**config.mk**
```make
export PLATFORM = sky130hd
export DESIGN_NAME = utf8_sanitize_replace_flat
export DESIGN_NICKNAME = d
export VERILOG_FILES = /design/src/hdl/utf8s_pkg.sv /design/src/hdl/utf8s_in_if.sv /design/src/hdl/utf8s_out_if.sv /design/src/hdl/utf8s_datapath.sv /design/src/hdl/utf8s_ctrl.sv /design/src/hdl/utf8_sanitize_replace.sv /design/src/flat_wrapper.sv
export SDC_FILE = /design/constraint.sdc
export NUM_CORES = 1
export LEC_CHECK = 0
export BUFFER_PORTS_ARGS = -buffer_cell sky130_fd_sc_hd__buf_4
export CAP_MARGIN = 20
export CORE_UTILIZATION = 30
export DETAILED_ROUTE_END_ITERATION = 10
export GPL_TIMING_DRIVEN = 0
export PLACE_DENSITY = 0.43
export SLEW_MARGIN = 10
export SYNTH_ARGS = -nofsm -noshare
export SYNTH_HDL_FRONTEND = slang
export SYNTH_SLANG_ARGS = --single-unit
```
**constraint.sdc**
```tcl
create_clock -name clk -period 4 [get_ports clk]
set_clock_uncertainty 0.15 [all_clocks]
set_input_delay 1 -clock clk [delete_from_list [all_inputs] [get_ports clk]]
set_output_delay 1 -clock clk [all_outputs]
set_load 0.01 [all_outputs]
```
**src/hdl/utf8s_pkg.sv**
```systemverilog
// ---------------------------------------------------------------------------
// utf8s_pkg
// Constants, types and helpers shared by the UTF-8 sanitiser modules.
// ---------------------------------------------------------------------------
package utf8s_pkg;

	// Replacement character U+FFFD in UTF-8.
	localparam logic [7:0] REPL_B0 = 8'hEF;
	localparam logic [7:0] REPL_B1 = 8'hBF;
	localparam logic [7:0] REPL_B2 = 8'hBD;

	localparam logic [7:0] ASCII_LIMIT = 8'h80;
	localparam logic [7:0] CONT_MASK   = 8'hC0;
	localparam logic [7:0] CONT_CODE   = 8'h80;
	localparam logic [7:0] LEAD2_MASK  = 8'hE0;
	localparam logic [7:0] LEAD2_CODE  = 8'hC0;
	localparam logic [7:0] LEAD3_MASK  = 8'hF0;
	localparam logic [7:0] LEAD3_CODE  = 8'hE0;
	localparam logic [7:0] LEAD4_MASK  = 8'hF8;
	localparam logic [7:0] LEAD4_CODE  = 8'hF0;

	localparam int unsigned HELD_DEPTH = 3;

	// Position of the last byte within a replacement sequence.
	localparam logic [1:0] PHASE_LAST = 2'd2;

	typedef enum logic [1:0] {
		SEL_REP,
		SEL_HELD,
		SEL_BYTE
	} emit_sel_t;

	// Controller to datapath.
	typedef struct packed {
		logic       accept;
		logic       load;
		emit_sel_t  sel;
		logic [1:0] rep_phase;
		logic [1:0] held_idx;
		logic       final_item;
	} utf8s_cmd_t;

	// Datapath to controller: latest item's emission plan and output stall.
	typedef struct packed {
		logic [2:0] rep_cnt;
		logic [1:0] held_n;
		logic       pass_b;
		logic       out_stall;
	} utf8s_status_t;

	// Sequence length announced by a lead byte, zero when it is not a lead.
	function automatic logic [2:0] seq_len(input logic [7:0] b);
		logic [2:0] len;
		len = 3'd0;
		if ((b & LEAD2_MASK) == LEAD2_CODE)
			len = 3'd2;
		else if ((b & LEAD3_MASK) == LEAD3_CODE)
			len = 3'd3;
		else if ((b & LEAD4_MASK) == LEAD4_CODE)
			len = 3'd4;
		return len;
	endfunction

endpackage

```
**src/hdl/utf8s_in_if.sv**
```systemverilog
// ---------------------------------------------------------------------------
// utf8s_in_if
// Input channel: one raw byte of the text stream per item.
// ---------------------------------------------------------------------------
interface utf8s_in_if;
	logic       valid;
	logic       ready;
	logic [7:0] data_byte;
	logic       end_of_stream;

	modport source (output valid, data_byte, end_of_stream, input ready);
	modport sink   (input valid, data_byte, end_of_stream, output ready);
endinterface

```
**src/hdl/utf8s_out_if.sv**
```systemverilog
// ---------------------------------------------------------------------------
// utf8s_out_if
// Output channel: one byte of the sanitised stream per item.
// ---------------------------------------------------------------------------
interface utf8s_out_if;
	logic       valid;
	logic       ready;
	logic [7:0] out_byte;
	logic       final_byte;
	logic       any_replaced;

	modport source (output valid, out_byte, final_byte, any_replaced, input ready);
	modport sink   (input valid, out_byte, final_byte, any_replaced, output ready);
endinterface

```
**src/hdl/utf8s_datapath.sv**
```systemverilog
// ---------------------------------------------------------------------------
// utf8s_datapath
// Sequence state, held bytes, emission plan and the output register.
// ---------------------------------------------------------------------------
module utf8s_datapath (
	input  logic                    clk,
	input  logic                    arst_n,
	input  utf8s_pkg::utf8s_cmd_t   cmd,
	output utf8s_pkg::utf8s_status_t status,
	input  logic [7:0]              data_byte,
	input  logic                    end_of_stream,
	input  logic                    out_ready,
	output logic                    out_valid,
	output logic [7:0]              out_byte,
	output logic                    final_byte,
	output logic                    any_replaced
);

	logic [7:0] held_q [utf8s_pkg::HELD_DEPTH];
	logic [1:0] hc_q;
	logic [2:0] exp_q;
	logic       seen_q;

	logic [2:0] rep_cnt_q;
	logic [1:0] held_n_q;
	logic       pass_b_q;
	logic       last_q;
	logic       flag_q;
	logic [7:0] b_q;

	logic       out_valid_q;
	logic [7:0] out_byte_q;
	logic       final_q;
	logic       any_q;

	logic       is_cont, is_ascii, is_lead, is_bad, pending;
	logic [2:0] len;
	logic [2:0] base;
	logic [2:0] rep_n;
	logic [1:0] held_n_n;
	logic       pass_b_n;
	logic [1:0] hc_n;
	logic [2:0] exp_n;
	logic       wr_en;
	logic [1:0] wr_idx;
	logic [7:0] emit_byte;
	logic [7:0] repl_byte;

	always_comb begin
		is_cont  = (data_byte & utf8s_pkg::CONT_MASK) == utf8s_pkg::CONT_CODE;
		is_ascii = data_byte < utf8s_pkg::ASCII_LIMIT;
		len      = utf8s_pkg::seq_len(data_byte);
		is_lead  = len != 3'd0;
		is_bad   = !is_ascii && !is_lead;
		pending  = exp_q != 3'd0;
		base     = 3'd0;
		rep_n    = 3'd0;
		held_n_n = 2'd0;
		pass_b_n = 1'b0;
		hc_n     = hc_q;
		exp_n    = exp_q;
		wr_en    = 1'b0;
		wr_idx   = 2'd0;
		if (pending && is_cont) begin
			if ({1'b0, hc_q} + 3'd1 >= exp_q) begin
				// Sequence complete: the held bytes and this one go out unchanged.
				held_n_n = hc_q;
				pass_b_n = 1'b1;
				hc_n     = 2'd0;
				exp_n    = 3'd0;
			end else begin
				wr_en  = 1'b1;
				wr_idx = hc_q;
				hc_n   = hc_q + 2'd1;
				// Cut short by the end of the stream: every held byte is replaced.
				if (end_of_stream)
					rep_n = {1'b0, hc_q} + 3'd1;
			end
		end else begin
			// A broken sequence is flushed first, then the byte is taken afresh.
			if (pending)
				base = {1'b0, hc_q};
			rep_n    = base + {2'b00, is_bad} + {2'b00, is_lead && end_of_stream};
			pass_b_n = is_ascii;
			if (is_lead) begin
				wr_en  = 1'b1;
				wr_idx = 2'd0;
				hc_n   = 2'd1;
				exp_n  = len;
			end else begin
				hc_n  = 2'd0;
				exp_n = 3'd0;
			end
		end
		if (end_of_stream) begin
			hc_n  = 2'd0;
			exp_n = 3'd0;
		end
	end

	always_ff @(posedge clk or negedge arst_n) begin
		if (!arst_n) begin
			hc_q      <= 2'd0;
			exp_q     <= 3'd0;
			seen_q    <= 1'b0;
			rep_cnt_q <= 3'd0;
			held_n_q  <= 2'd0;
			pass_b_q  <= 1'b0;
			last_q    <= 1'b0;
			flag_q    <= 1'b0;
		end else if (cmd.accept) begin
			hc_q      <= hc_n;
			exp_q     <= exp_n;
			seen_q    <= end_of_stream ? 1'b0 : (seen_q || rep_n != 3'd0);
			rep_cnt_q <= rep_n;
			held_n_q  <= held_n_n;
			pass_b_q  <= pass_b_n;
			last_q    <= end_of_stream;
			flag_q    <= seen_q || rep_n != 3'd0;
		end
	end

	always_ff @(posedge clk) begin
		if (cmd.accept) begin
			b_q <= data_byte;
			if (wr_en)
				held_q[wr_idx] <= data_byte;
		end
	end

	always_comb begin
		case (cmd.rep_phase)
			2'd0:    repl_byte = utf8s_pkg::REPL_B0;
			2'd1:    repl_byte = utf8s_pkg::REPL_B1;
			default: repl_byte = utf8s_pkg::REPL_B2;
		endcase
		case (cmd.sel)
			utf8s_pkg::SEL_REP:  emit_byte = repl_byte;
			utf8s_pkg::SEL_HELD: emit_byte = held_q[cmd.held_idx];
			utf8s_pkg::SEL_BYTE: emit_byte = b_q;
			default:             emit_byte = b_q;
		endcase
	end

	always_ff @(posedge clk or negedge arst_n) begin
		if (!arst_n) begin
			out_valid_q <= 1'b0;
		end else if (cmd.load) begin
			out_valid_q <= 1'b1;
		end else if (out_ready) begin
			out_valid_q <= 1'b0;
		end
	end

	always_ff @(posedge clk) begin
		if (cmd.load) begin
			out_byte_q <= emit_byte;
			final_q    <= cmd.final_item && last_q;
			any_q      <= cmd.final_item && last_q && flag_q;
		end
	end

	assign status.rep_cnt   = rep_cnt_q;
	assign status.held_n    = held_n_q;
	assign status.pass_b    = pass_b_q;
	assign status.out_stall = out_valid_q && !out_ready;

	assign out_valid    = out_valid_q;
	assign out_byte     = out_byte_q;
	assign final_byte   = final_q;
	assign any_replaced = any_q;

endmodule

```
**src/hdl/utf8s_ctrl.sv**
```systemverilog
// ---------------------------------------------------------------------------
// utf8s_ctrl
// Sequencer: takes an item, walks its plan one byte a cycle unless stalled.
// ---------------------------------------------------------------------------
module utf8s_ctrl (
	input  logic                     clk,
	input  logic                     arst_n,
	input  logic                     in_valid,
	output logic                     in_ready,
	input  utf8s_pkg::utf8s_status_t status,
	output utf8s_pkg::utf8s_cmd_t    cmd
);

	typedef enum logic [2:0] {
		ST_IDLE,
		ST_LOAD,
		ST_REP,
		ST_HELD,
		ST_BYTE
	} state_t;

	state_t     state_q;
	logic [2:0] rep_left_q;
	logic [1:0] phase_q;
	logic [1:0] idx_q;

	logic       adv;
	logic       held_end;
	state_t     after_rep;
	state_t     after_held;

	always_comb begin
		adv        = !status.out_stall;
		held_end   = idx_q == status.held_n - 2'd1;
		after_held = status.pass_b ? ST_BYTE : ST_IDLE;
		after_rep  = (status.held_n != 2'd0) ? ST_HELD : after_held;

		in_ready       = state_q == ST_IDLE;
		cmd.accept     = in_ready && in_valid;
		cmd.load       = 1'b0;
		cmd.sel        = utf8s_pkg::SEL_REP;
		cmd.rep_phase  = phase_q;
		cmd.held_idx   = idx_q;
		cmd.final_item = 1'b0;
		case (state_q)
			ST_REP: begin
				cmd.load       = adv;
				cmd.final_item = phase_q == utf8s_pkg::PHASE_LAST && rep_left_q == 3'd1
					&& status.held_n == 2'd0 && !status.pass_b;
			end
			ST_HELD: begin
				cmd.load       = adv;
				cmd.sel        = utf8s_pkg::SEL_HELD;
				cmd.final_item = held_end && !status.pass_b;
			end
			ST_BYTE: begin
				cmd.load       = adv;
				cmd.sel        = utf8s_pkg::SEL_BYTE;
				cmd.final_item = 1'b1;
			end
			default: begin
				cmd.load = 1'b0;
			end
		endcase
	end

	always_ff @(posedge clk or negedge arst_n) begin
		if (!arst_n) begin
			state_q    <= ST_IDLE;
			rep_left_q <= 3'd0;
			phase_q    <= 2'd0;
			idx_q      <= 2'd0;
		end else begin
			case (state_q)
				ST_IDLE: begin
					if (cmd.accept)
						state_q <= ST_LOAD;
				end
				ST_LOAD: begin
					rep_left_q <= status.rep_cnt;
					phase_q    <= 2'd0;
					idx_q      <= 2'd0;
					if (status.rep_cnt != 3'd0)
						state_q <= ST_REP;
					else
						state_q <= after_rep;
				end
				ST_REP: begin
					if (adv) begin
						if (phase_q == utf8s_pkg::PHASE_LAST) begin
							phase_q    <= 2'd0;
							rep_left_q <= rep_left_q - 3'd1;
							if (rep_left_q == 3'd1)
								state_q <= after_rep;
						end else begin
							phase_q <= phase_q + 2'd1;
						end
					end
				end
				ST_HELD: begin
					if (adv) begin
						if (held_end)
							state_q <= after_held;
						else
							idx_q <= idx_q + 2'd1;
					end
				end
				ST_BYTE: begin
					if (adv)
						state_q <= ST_IDLE;
				end
				default: begin
					state_q <= ST_IDLE;
				end
			endcase
		end
	end

endmodule

```
**src/hdl/utf8_sanitize_replace.sv**
```systemverilog
// ---------------------------------------------------------------------------
// utf8_sanitize_replace
// Lenient UTF-8 sanitiser that replaces offending bytes with EF BF BD.
// ---------------------------------------------------------------------------
// Each input item is taken and its emission plan worked out, then the plan is
// loaded into the sequencer, which sends the N output items that the item
// produces (0 to 12) from the output register, one output item per cycle while
// the sink keeps ready high. The next item is taken as soon as the sequencer
// returns to idle, even while its last output item still waits in the output
// register. The final output item of a stream carries final_byte, and
// any_replaced tells whether a replacement happened anywhere in that stream.
module utf8_sanitize_replace (
	input logic          clk,
	input logic          arst_n,
	utf8s_in_if.sink     in_ch,
	utf8s_out_if.source  out_ch
);

	utf8s_pkg::utf8s_cmd_t    cmd;
	utf8s_pkg::utf8s_status_t status;

	utf8s_ctrl u_ctrl (
		.clk      (clk),
		.arst_n   (arst_n),
		.in_valid (in_ch.valid),
		.in_ready (in_ch.ready),
		.status   (status),
		.cmd      (cmd)
	);

	utf8s_datapath u_datapath (
		.clk           (clk),
		.arst_n        (arst_n),
		.cmd           (cmd),
		.status        (status),
		.data_byte     (in_ch.data_byte),
		.end_of_stream (in_ch.end_of_stream),
		.out_ready     (out_ch.ready),
		.out_valid     (out_ch.valid),
		.out_byte      (out_ch.out_byte),
		.final_byte    (out_ch.final_byte),
		.any_replaced  (out_ch.any_replaced)
	);

	// An item is worked on alone: after acceptance the input is closed.
	a_one_item: assert property (@(posedge clk) disable iff (!arst_n)
		in_ch.valid && in_ch.ready |=> !in_ch.ready)
		else $error("input accepted twice in a row");

	a_flag_on_final: assert property (@(posedge clk) disable iff (!arst_n)
		out_ch.valid && out_ch.any_replaced |-> out_ch.final_byte)
		else $error("replacement flag outside the final item");

	a_plan_bound: assert property (@(posedge clk) disable iff (!arst_n)
		status.rep_cnt <= 3'd4)
		else $error("more than four replacements planned for one item");

	a_load_only_free: assert property (@(posedge clk) disable iff (!arst_n)
		cmd.load |-> !status.out_stall)
		else $error("output register overwritten while stalled");

endmodule

```
**src/flat_wrapper.sv**
```systemverilog
// flat-port wrapper written by rule: the top's interface ports become plain ports
module utf8_sanitize_replace_flat 
  (clk, arst_n, in_ch_valid, in_ch_data_byte, in_ch_end_of_stream, in_ch_ready, out_ch_valid, out_ch_out_byte, out_ch_final_byte, out_ch_any_replaced, out_ch_ready);
  utf8s_in_if in_ch_i ();
  utf8s_out_if out_ch_i ();
  input logic clk;
  input logic arst_n;
  input wire logic [$bits(in_ch_i.valid)-1:0] in_ch_valid;
  input wire logic [$bits(in_ch_i.data_byte)-1:0] in_ch_data_byte;
  input wire logic [$bits(in_ch_i.end_of_stream)-1:0] in_ch_end_of_stream;
  output wire logic [$bits(in_ch_i.ready)-1:0] in_ch_ready;
  output wire logic [$bits(out_ch_i.valid)-1:0] out_ch_valid;
  output wire logic [$bits(out_ch_i.out_byte)-1:0] out_ch_out_byte;
  output wire logic [$bits(out_ch_i.final_byte)-1:0] out_ch_final_byte;
  output wire logic [$bits(out_ch_i.any_replaced)-1:0] out_ch_any_replaced;
  input wire logic [$bits(out_ch_i.ready)-1:0] out_ch_ready;
  assign in_ch_i.valid = in_ch_valid;
  assign in_ch_i.data_byte = in_ch_data_byte;
  assign in_ch_i.end_of_stream = in_ch_end_of_stream;
  assign in_ch_ready = in_ch_i.ready;
  assign out_ch_valid = out_ch_i.valid;
  assign out_ch_out_byte = out_ch_i.out_byte;
  assign out_ch_final_byte = out_ch_i.final_byte;
  assign out_ch_any_replaced = out_ch_i.any_replaced;
  assign out_ch_i.ready = out_ch_ready;
  utf8_sanitize_replace u_core (.clk(clk), .arst_n(arst_n), .in_ch(in_ch_i), .out_ch(out_ch_i));
endmodule
```
======== After elaboration in Yosys (flattened, before gate mapping) ========
Memory sizes are Yosys's and may differ from the RTL's.
Index checks and enable logic that the tools add are counted.
storage, ports and cells
  flip-flop bits (word level) ............. 43
  logic and storage cells ................. 141
  input bits .............................. 13
  output and inout bits ................... 12
  bits in writable memories ............... 24
  memories kept ........................... 1
cells by class
  equal/unequal tests ..................... 22
  order comparisons ....................... 2
  add/sub/neg operators ................... 8
  reduce and logical (&&, ||, !) cells .... 35
  muxes and demuxes ....................... 56
memories
  memory                    words  width  rd ports  clocked after memory_dff  wr ports  RTL line              source
  u_core.u_datapath.held_q  3      8      1         0                         1         utf8s_datapath.sv:19  logic [7:0] held_q [utf8s_pkg::HELD_DEPTH];
operator list
  kind                 number
  $mux 3               23
  $mux 2               12
  $pmux 8 s2           1
  $pmux 3 s5           1
  $ne 2x2->1 const B   7
  $pmux 7 s2           1
  $mux 1               13
  $pmux 2 s2           3
  $reduce_bool 3->1    4
  $logic_and 1x1->1    11
  $lt 8x8->1 const B   1
  $reduce_bool 2->1    4
  $reduce_and 7->1     1
  $add 2x1->2 const B  3
  $add 3x1->3          2
  $eq 3x1->1 const B   2
  $eq 3x2->1 const B   2
  $eq 3x3->1 const B   2
  $logic_not 2->1      3
  $pmux 3 s2           1
  $reduce_and 3->1     2
  $eq 5x5->1 const B   1
  $logic_not 1->1      5
  $eq 2x1->1 const B   2
  14 further kinds     16

======== Longest topological paths before layout ========
Gate-level depths: netlist (run 1).
  depth after elaboration ................. 13
  gate-level depth with buffers ........... 10
  gate-level depth less buffers ........... 10

======== Modules after synthesis ========
From an unflattened synthesis (run 1), not the netlist that was laid out.
second synthesis, totals
  cells, all modules ...................... 281
  area, all modules ....................... 3261.9 um^2
by module, submodules not included
  module          area each (um^2)  cells each  sequential area each (um^2)  instances
  utf8s_datapath  2451.1            187         1636.6                       1
  utf8s_ctrl      810.8             94          250.2                        1

======== Worst setup path after synthesis (run 1) ========
Ideal clock, no wire load.
  path kind ............................... flip-flop to flip-flop
  start ................................... register u_core.u_datapath.hc_q[0]
  end ..................................... memory u_core.u_datapath.held_q[1][0], enable pin
  buffers on the path ..................... 0
  setup time .............................. 395 ps
  cell stages (with the launch flop) ...... 7
  data arrival time ....................... 2421 ps
  period minus slack after synthesis ...... 2966 ps
  slack ................................... 1034 ps
  cells stage by stage .................... dfrtp_1 > ha_1 > ha_1 > a21o_1 > a31oi_4 > nand2_1 > nor4_1
on the way
  cells in the longest elaborated chain, start to end .. 7
RTL lines
  element                       RTL line               source
  start, declared               utf8s_datapath.sv:20   logic [1:0] hc_q;
  start signal, assigned        utf8s_datapath.sv:112  hc_q <= hc_n;
  $add 2x1->3                   utf8s_datapath.sv:65   if ({1'b0, hc_q} + 3'd1 >= exp_q) begin
  $ge 3x3->1                    utf8s_datapath.sv:65
  $mux 1                        utf8s_datapath.sv:65
  $mux 1                        utf8s_datapath.sv:64   if (pending && is_cont) begin
  $mux 1                        utf8s_datapath.sv:126  if (wr_en)
  $mux 1                        utf8s_datapath.sv:124  if (cmd.accept) begin
  $mux 1 (not written as such)  utf8s_datapath.sv:127  held_q[wr_idx] <= data_byte;
  end, declared                 utf8s_datapath.sv:19
Several ways; a longest one is shown, not always the timed one.

======== Worst setup path in the final report (run 1) ========
  start ................................... register u_core.u_datapath.hc_q[0]
  end ..................................... memory u_core.u_datapath.held_q[0][6], enable pin
Same word-level chain as after synthesis.

==> reports/results.ini, run 1 <==
[run_status]
outcome = completed

[clock_network]
cts-resized-gates = 0
hold_buffers = 0
clock_sinks = 67
postCtsSetupRepairBufs = 0
h-tree-depth = 3
tritoncts = yes
clkTransAtPathRegs_ns = 0.08
clk_latency_ns = 0.35
cts_buffer_depth = 2
root_buffer = clkbuf_8
cts_buffers = 9

[synthesis]
synth_fa_ha_area_share_pct = 3.58
netlist_area_mm2 = 0.00335
synth_top_family_by_area = simple AND/OR/NAND/NOR gates
ys.flop_type = edfxtp_1
ys_ff_latch = 67
synth-edff-count = 42
synth_compound_area_share_pct = 13.5
synthMuxAreaShare_pct = 7.32
netlist-cell-type-count = 63
synth_seq_area_share_pct = 56.3
synthCells = 277
syn_nets = 299
async_flop_share_pct = 37.3
synth-xor-area-share_pct = 1.27
ys_warn_count = 0
synth-simple-area-share_pct = 14.2
syn_avg_cell_area_um2 = 12.1

[critical_path]
crit_chain = ha_1 > ha_1 > a21o_1 > a31oi_4 > a41oi_1 > nor2_1
cp_slowest_cell = nor2_1
max_stage_delay_ns = 0.66
critPathTopFamily = compound AO/OA/AOI/OAI gates
cp-end-kind = flop
crit_top_cell = ha_1
cp_data_required_time_ns = 3.83
arrival_ns = 2.81
crit_buf_inv = 0
critPathMaxFanout = 10
timing.rr.start = u_core.u_datapath.hc_q[0]
worstSetupPathType = flop to flop
worst-r2r-setup-slack_ns = 1.01
crit_start = u_core.u_datapath.hc_q[0]
startpoint_type = flop

[floorplanning]
io_pins = 25
die_w_um = 108
die_area_mm2 = 0.0116
die_y_um = 108
num_rows = 38
core_mm2 = 0.0108
initial_core_util_pct = 30.9

[timing]
tightest_slew_ns = 0.827
period_needed_ns = 2.99
drv_slew = 0
hold_viol_final = 0
setup_viol = 0
post-route-period-util_pct = 74.6
fmax_mhz = 335
slew_headroom_pct = 44.6
rsz0062_at_grt = false
setup_tns_ns = 0

[flow_run]
maxCapViolations = 0

[drt]
drt-initial-drc-count = 100
postRouteAntennaNets = 0
viasPerCell = 4.81
drc_errors = 0
drt_pass1_iterations = 4
postRouteWirelength_um = 7230
via_count = 2201
routedWlPerCell_um = 15.8

[grt]
overflow = 0
grt_use_total_pct = 13.9
antenna_found_initial = 0
grt_max_degree = 26
grt_pass1_wl_um = 11900
grt_pass1_vias = 2185

[min_path]
hold_start = u_core.u_ctrl.rep_left_q[1]
hold_path_class = flop to flop

[layout]
final_net_count = 335
fin_area_mm2 = 0.00393
antenna-diode-count = 0
fin_util_pct = 36.3
drive_gt1_share_pct = 25.2
syn2layout_area_growth_pct = 17.3

[placement]
port_buffers = 24
place_area_mm2 = 0.00372
place_hpwl_um = 5100
gp_congestion = 0.746

[power]
power.leakage_nw = 1.47
powerDensity_mw_per_mm2 = 651
ir_drop_mv = 0.213

## routing by layer
| layer | GRT usage, % | vias up | wire, um |
|---|---|---|---|
| met5 | 0 | - | 0 |
| met4 | 4.40 | 0 | 87 |
| met3 | 4.36 | 8 | 190 |
| met2 | 21.0 | 27 | 3300 |
| met1 | 19.0 | 1062 | 3640 |
| li1 | - | 1104 | - |
## synth_stat cells, types with 2 or more instances
| library cell | n | area share [%] |
|---|---|---|
| a211oi_1 | 2 | 0.45 |
| xor2_1 | 2 | 0.52 |
| buf_2 | 5 | 0.75 |
| dfrtp_1 | 25 | 19 |
| nand4_1 | 2 | 0.37 |
| nor4_1 | 2 | 0.37 |
| mux2_4 | 2 | 0.90 |
| nor3b_1 | 2 | 0.45 |
| buf_4 | 4 | 0.90 |
| nor2b_1 | 7 | 1.3 |
| nand2b_1 | 5 | 0.93 |
| mux2_1 | 3 | 1.0 |
| inv_1 | 10 | 1.1 |
| ha_1 | 8 | 3.0 |
| o21ai_0 | 7 | 1.0 |
| nor2_1 | 24 | 2.7 |
| a31oi_4 | 2 | 1.3 |
| o22ai_1 | 5 | 0.93 |
| nor3_1 | 6 | 0.90 |
| nand2_1 | 18 | 2.0 |
| a22o_1 | 4 | 1.0 |
| nor3_2 | 2 | 0.60 |
| mux2i_1 | 8 | 2.4 |
| nand3_1 | 6 | 0.90 |
| edfxtp_1 | 42 | 38 |
| a31oi_1 | 5 | 0.93 |
| buf_6 | 2 | 0.67 |
| a21oi_1 | 24 | 3.6 |
| mux2_2 | 9 | 3.0 |
## per-stage QoR
| stage | hold WS, ns | setup slack [ns] | cells | power [mW] |
|---|---|---|---|---|
| CTS | 0.366 | 0.955 | 458 | 2.59 |
| finish | 0.363 | 1.01 | 458 | 2.56 |
| detailed placement | 0.343 | 0.780 | 442 | 1.98 |
| global placement | 0.344 | 0.135 | 441 | 1.98 |
| global route | 0.391 | 0.849 | 458 | 2.73 |
| floorplan | 0.321 | 1.03 | 277 | 1.71 |
## power by group
group | switching [mW] | total (mW) | internal (mW)
Clock | 0.302 | 0.601 | 0.299
Combinational | 0.541 | 0.964 | 0.423
Sequential | 0.0900 | 0.993 | 0.903
## registers in the layout, summed over array words and instances, names as in the netlist, 3 cells and up
| register | flops |
|---|---|
| u_core.u_datapath.exp_q | 3 |
| u_core.u_datapath.out_byte | 8 |
| u_core.u_ctrl.state_q | 3 |
| u_core.u_datapath.b_q | 8 |
| u_core.u_datapath.rep_cnt_q | 3 |
| u_core.u_ctrl.rep_left_q | 3 |
| u_core.u_datapath.held_q | 24 |
## layout make-up
| class | count | area (um^2) |
|---|---|---|
| Fill cell | 1086 | 6910 |
| Sequential cell | 67 | 1890 |
| Multi-Input combinational cell | 186 | 1350 |
| Timing Repair Buffer | 25 | 188 |
| Tap cell | 140 | 175 |
| Clock buffer | 9 | 124 |
| Buffer | 13 | 86.3 |
| Clock inverter | 7 | 82.6 |
| Inverter | 11 | 42.5 |
## worst reg2reg max path, stage by stage (launching register included)
cell and delay [ns]:
dfrtp_1 0.48, ha_1 0.30, ha_1 0.34, a21o_1 0.22, a31oi_4 0.32, a41oi_1 0.16
nor2_1 0.66
## worst paths after layout
kind,endpoint,cells after the start
max,u_core.u_datapath.held_q[0][6],6
min,u_core.u_ctrl.rep_left_q[1],1
max reg2reg,u_core.u_datapath.held_q[0][6],6
min reg2reg,u_core.u_ctrl.rep_left_q[1],1
max in group asynchronous,u_core.u_ctrl.idx_q[0],1
min in group asynchronous,u_core.u_ctrl.state_q[2],1
## cell families (layout without fill, tap and decap cells)
kind of cell / count (synthesis) / after routing
simple gates: 88 / 88
xor+xnor: 4 / 4
mux: 22 / 22
flops: 67 / 67
compound gates: 63 / 63
fa+ha+maj: 9 / 9
buf+inv: 24 / 65
## cell usage in the layout (no fill, tap or decap), types with 5 or more instances in the layout
| cell type | synthesis | layout |
|---|---|---|
| nor3_1 | 6 | 5 |
| nand2b_1 | 5 | 5 |
| a31oi_1 | 5 | 5 |
| nor2b_1 | 7 | 7 |
| buf_2 | 5 | 5 |
| inv_1 | 10 | 10 |
| buf_4 | 4 | 29 |
| nand3_1 | 6 | 6 |
| mux2_2 | 9 | 9 |
| ha_1 | 8 | 8 |
| edfxtp_1 | 42 | 42 |
| dfrtp_1 | 25 | 25 |
| mux2i_1 | 8 | 8 |
| nor2_1 | 24 | 24 |
| nand2_1 | 18 | 18 |
| clkbuf_8 | 0 | 9 |
| o22ai_1 | 5 | 5 |
| o21ai_0 | 7 | 7 |
| a21oi_1 | 24 | 24 |
Note: power is estimated with default switching activity, not from simulation.
==> run 2, diff against run 1 <==
--- a/config.mk
+++ b/config.mk
@@ -10,7 +10,7 @@
 export CORE_UTILIZATION = 30
 export DETAILED_ROUTE_END_ITERATION = 10
 export GPL_TIMING_DRIVEN = 0
-export PLACE_DENSITY = 0.43
+export PLACE_DENSITY = 0.44
 export SLEW_MARGIN = 10
 export SYNTH_ARGS = -nofsm -noshare
 export SYNTH_HDL_FRONTEND = slang
==> constraint.sdc (replaced) <==
create_clock -name clk -period 2.6 [get_ports clk]
set_clock_uncertainty 0.15 [all_clocks]
set_input_delay 0.65 -clock clk [delete_from_list [all_inputs] [get_ports clk]]
set_output_delay 0.65 -clock clk [all_outputs]
set_load 0.01 [all_outputs]
==> reports/results.ini, run 2 (synthesized netlist as in run 1, its figures left out) <==
[layout]
seqCellArea_mm2 = 0.00189  ; about the same
layout_commonest_cell = edfxtp_1  ; unchanged
fin_area_mm2 = 0.00403  ; was 0.00393 mm^2
antenna-diode-count = 0  ; unchanged
drive_gt1_share_pct = 27.9  ; was 25.2%
final_net_count = 343  ; was 335
multi_input_area_mm2 = 0.00138  ; was 0.00135 mm^2
fillers = 1095  ; was 1086
largest_register_ff_count = 24  ; unchanged
regMostFlops = u_core.u_datapath.held_q  ; unchanged
syn2layout_area_growth_pct = 20.4  ; was 17.3%
layout_common_cells = 42 x edfxtp_1, 37 x buf_4, 24 x a21oi_1, 23 x nor2_1, 23 x dfrtp_1  ; was 42 x edfxtp_1, 29 x buf_4, 25 x dfrtp_1, 24 x nor2_1, 24 x a21oi_1

[timing]
drv_slew = 0  ; unchanged
tightest_slew_ns = 0.625  ; was 0.827 ns
rsz0062_at_grt = false  ; unchanged
setup_viol = 0  ; unchanged
whs_ns = 0.0573  ; was 0.363 ns
period_needed_ns = 2.48  ; was 2.99 ns
hold_viol_final = 0  ; unchanged
slew_headroom_pct = 58.3  ; was 44.6%
post-route-period-util_pct = 95.3  ; was 74.6%
fmax_mhz = 404  ; was 335 MHz

[floorplanning]
die_w_um = 108  ; unchanged
core_mm2 = 0.0108  ; unchanged
initial_core_util_pct = 30.9  ; unchanged
die_area_mm2 = 0.0116  ; unchanged
num_rows = 38  ; unchanged
die_y_um = 108  ; unchanged
io_pins = 25  ; unchanged

[placement]
port_buffers = 24  ; unchanged
place_area_mm2 = 0.00373  ; was 0.00372 mm^2
gp_congestion = 0.752  ; was 0.746
place_hpwl_um = 5080  ; was 5100 um

[critical_path]
crit_chain = ha_1 > ha_1 > a21o_1 > a31oi_4 > nand2_4 > nor4_4 > buf_4  ; was ha_1 > ha_1 > a21o_1 > a31oi_4 > a41oi_1 > nor2_1
cp-end-kind = flop  ; unchanged
crit_buf_inv = 1  ; was 0
cp_data_required_time_ns = 2.51  ; was 3.83 ns
critPathTopFamily = adder cells  ; was compound AO/OA/AOI/OAI gates
critPathMaxFanout = 5  ; was 10
arrival_ns = 2.38  ; was 2.81 ns
r2r_end = u_core.u_datapath.held_q[1][2]  ; was u_core.u_datapath.held_q[0][6]
r2r_cells = 7  ; was 6
max_stage_delay_ns = 0.45  ; was 0.66 ns
cp_slowest_cell = dfrtp_2  ; was nor2_1
timing.rr.start = u_core.u_datapath.hc_q[1]  ; was u_core.u_datapath.hc_q[0]
worst-r2r-setup-slack_ns = 0.12  ; was 1.01 ns
startpoint_type = flop  ; unchanged
worstSetupPathType = flop to flop  ; unchanged
crit_top_cell = ha_1  ; unchanged

[clock_network]
cts_buffer_depth = 2  ; unchanged
clkTransAtPathRegs_ns = 0.07  ; was 0.08 ns
tritoncts = yes  ; unchanged
cts_buffers = 9  ; unchanged
clock_sinks = 67  ; unchanged
root_buffer = clkbuf_8  ; unchanged
clk_latency_ns = 0.34  ; was 0.35 ns
hold_buffers = 0  ; unchanged
h-tree-depth = 3  ; unchanged

[min_path]
hold_path_class = input port to asynchronous set/reset pin  ; was flop to flop

[grt]
grt_pass1_vias = 2307  ; was 2185
grt_use_total_pct = 14.2  ; was 13.9%
antenna_found_initial = 0  ; unchanged
grt_pass1_wl_um = 12200  ; was 11900 um
overflow = 0  ; unchanged
grt_max_degree = 26  ; unchanged

[drt]
drc_errors = 0  ; unchanged
postRouteWirelength_um = 7360  ; was 7230 um
viasPerCell = 4.90  ; was 4.81
drt_pass1_iterations = 5  ; was 4
routedWlPerCell_um = 15.8  ; about the same
drt-initial-drc-count = 120  ; was 100
via_count = 2282  ; was 2201
postRouteAntennaNets = 0  ; unchanged

[power]
p_total_mw = 4.06  ; was 2.56 mW
power.leakage_nw = 1.54  ; was 1.47 nW
powerDensity_mw_per_mm2 = 1010  ; was 651 mW/mm^2
ir_drop_mv = 0.331  ; was 0.213 mV

[flow_run]
maxCapViolations = 0  ; unchanged

[run_status]
outcome = completed  ; unchanged

run 2: how the worst max path moves through the flow:
stage                                    startpoint                        endpoint  depth (start not counted)
after floorplan           u_core.u_datapath.hc_q[0]  u_core.u_datapath.held_q[2][0]                          6
after global placement    u_core.u_datapath.hc_q[0]  u_core.u_datapath.held_q[2][2]                          6
after detailed placement  u_core.u_datapath.hc_q[0]  u_core.u_datapath.held_q[2][2]                          6
after CTS                 u_core.u_datapath.hc_q[0]  u_core.u_datapath.held_q[1][2]                          7
after global routing      u_core.u_datapath.hc_q[1]  u_core.u_datapath.held_q[1][2]                          7
final                     u_core.u_datapath.hc_q[1]  u_core.u_datapath.held_q[1][2]                          7
run 2: cell type report:
class                           instances  share of cell area (%)
Clock buffer                           11                    3.26
Timing Repair Buffer                   33                    6.14
Inverter                               11                    1.05
Sequential cell                        67                    46.9
Multi-Input combinational cell        186                    34.3
Clock inverter                          5                    1.95
Tap cell                              140                    4.34
Buffer                                 13                    2.14
run 2: layer usage:
| layer | vias to the layer above | track usage (%) | wire (um) |
|---|---|---|---|
| li1 | 1120 | - | - |
| met1 | 1106 | 19.0 | 3530 |
| met2 | 40 | 21.8 | 3390 |
| met3 | 16 | 2.54 | 264 |
| met4 | 0 | 7.53 | 182 |
| met5 | - | 0 | 0 |
run 2: report_power, final:
part	switching [mW]	leakage, nW	total [mW]	internal [mW]
Clock	0.402	0.108	0.943	0.541
Combinational	0.880	0.739	1.59	0.710
Sequential	0.137	0.692	1.53	1.39
run 2: through the flow:
stage	setup slack [ns]	cells	util [%]	TNS (ns)
floorplan	0.00431	277	-	0
global placement	-0.512	441	34.4	-10.42
detailed placement	-0.532	441	34.4	-9.85
CTS	0.0118	463	36.9	0
global route	0.0111	466	37.2	0
finish	0.123	466	37.2	0
run 2: timing repair:
action / CTS / global route
setup endpoints to repair: 24 / 9
resized for setup: 4 / 4
setup buffers: 6 / 2
pin swaps: 2 / 0
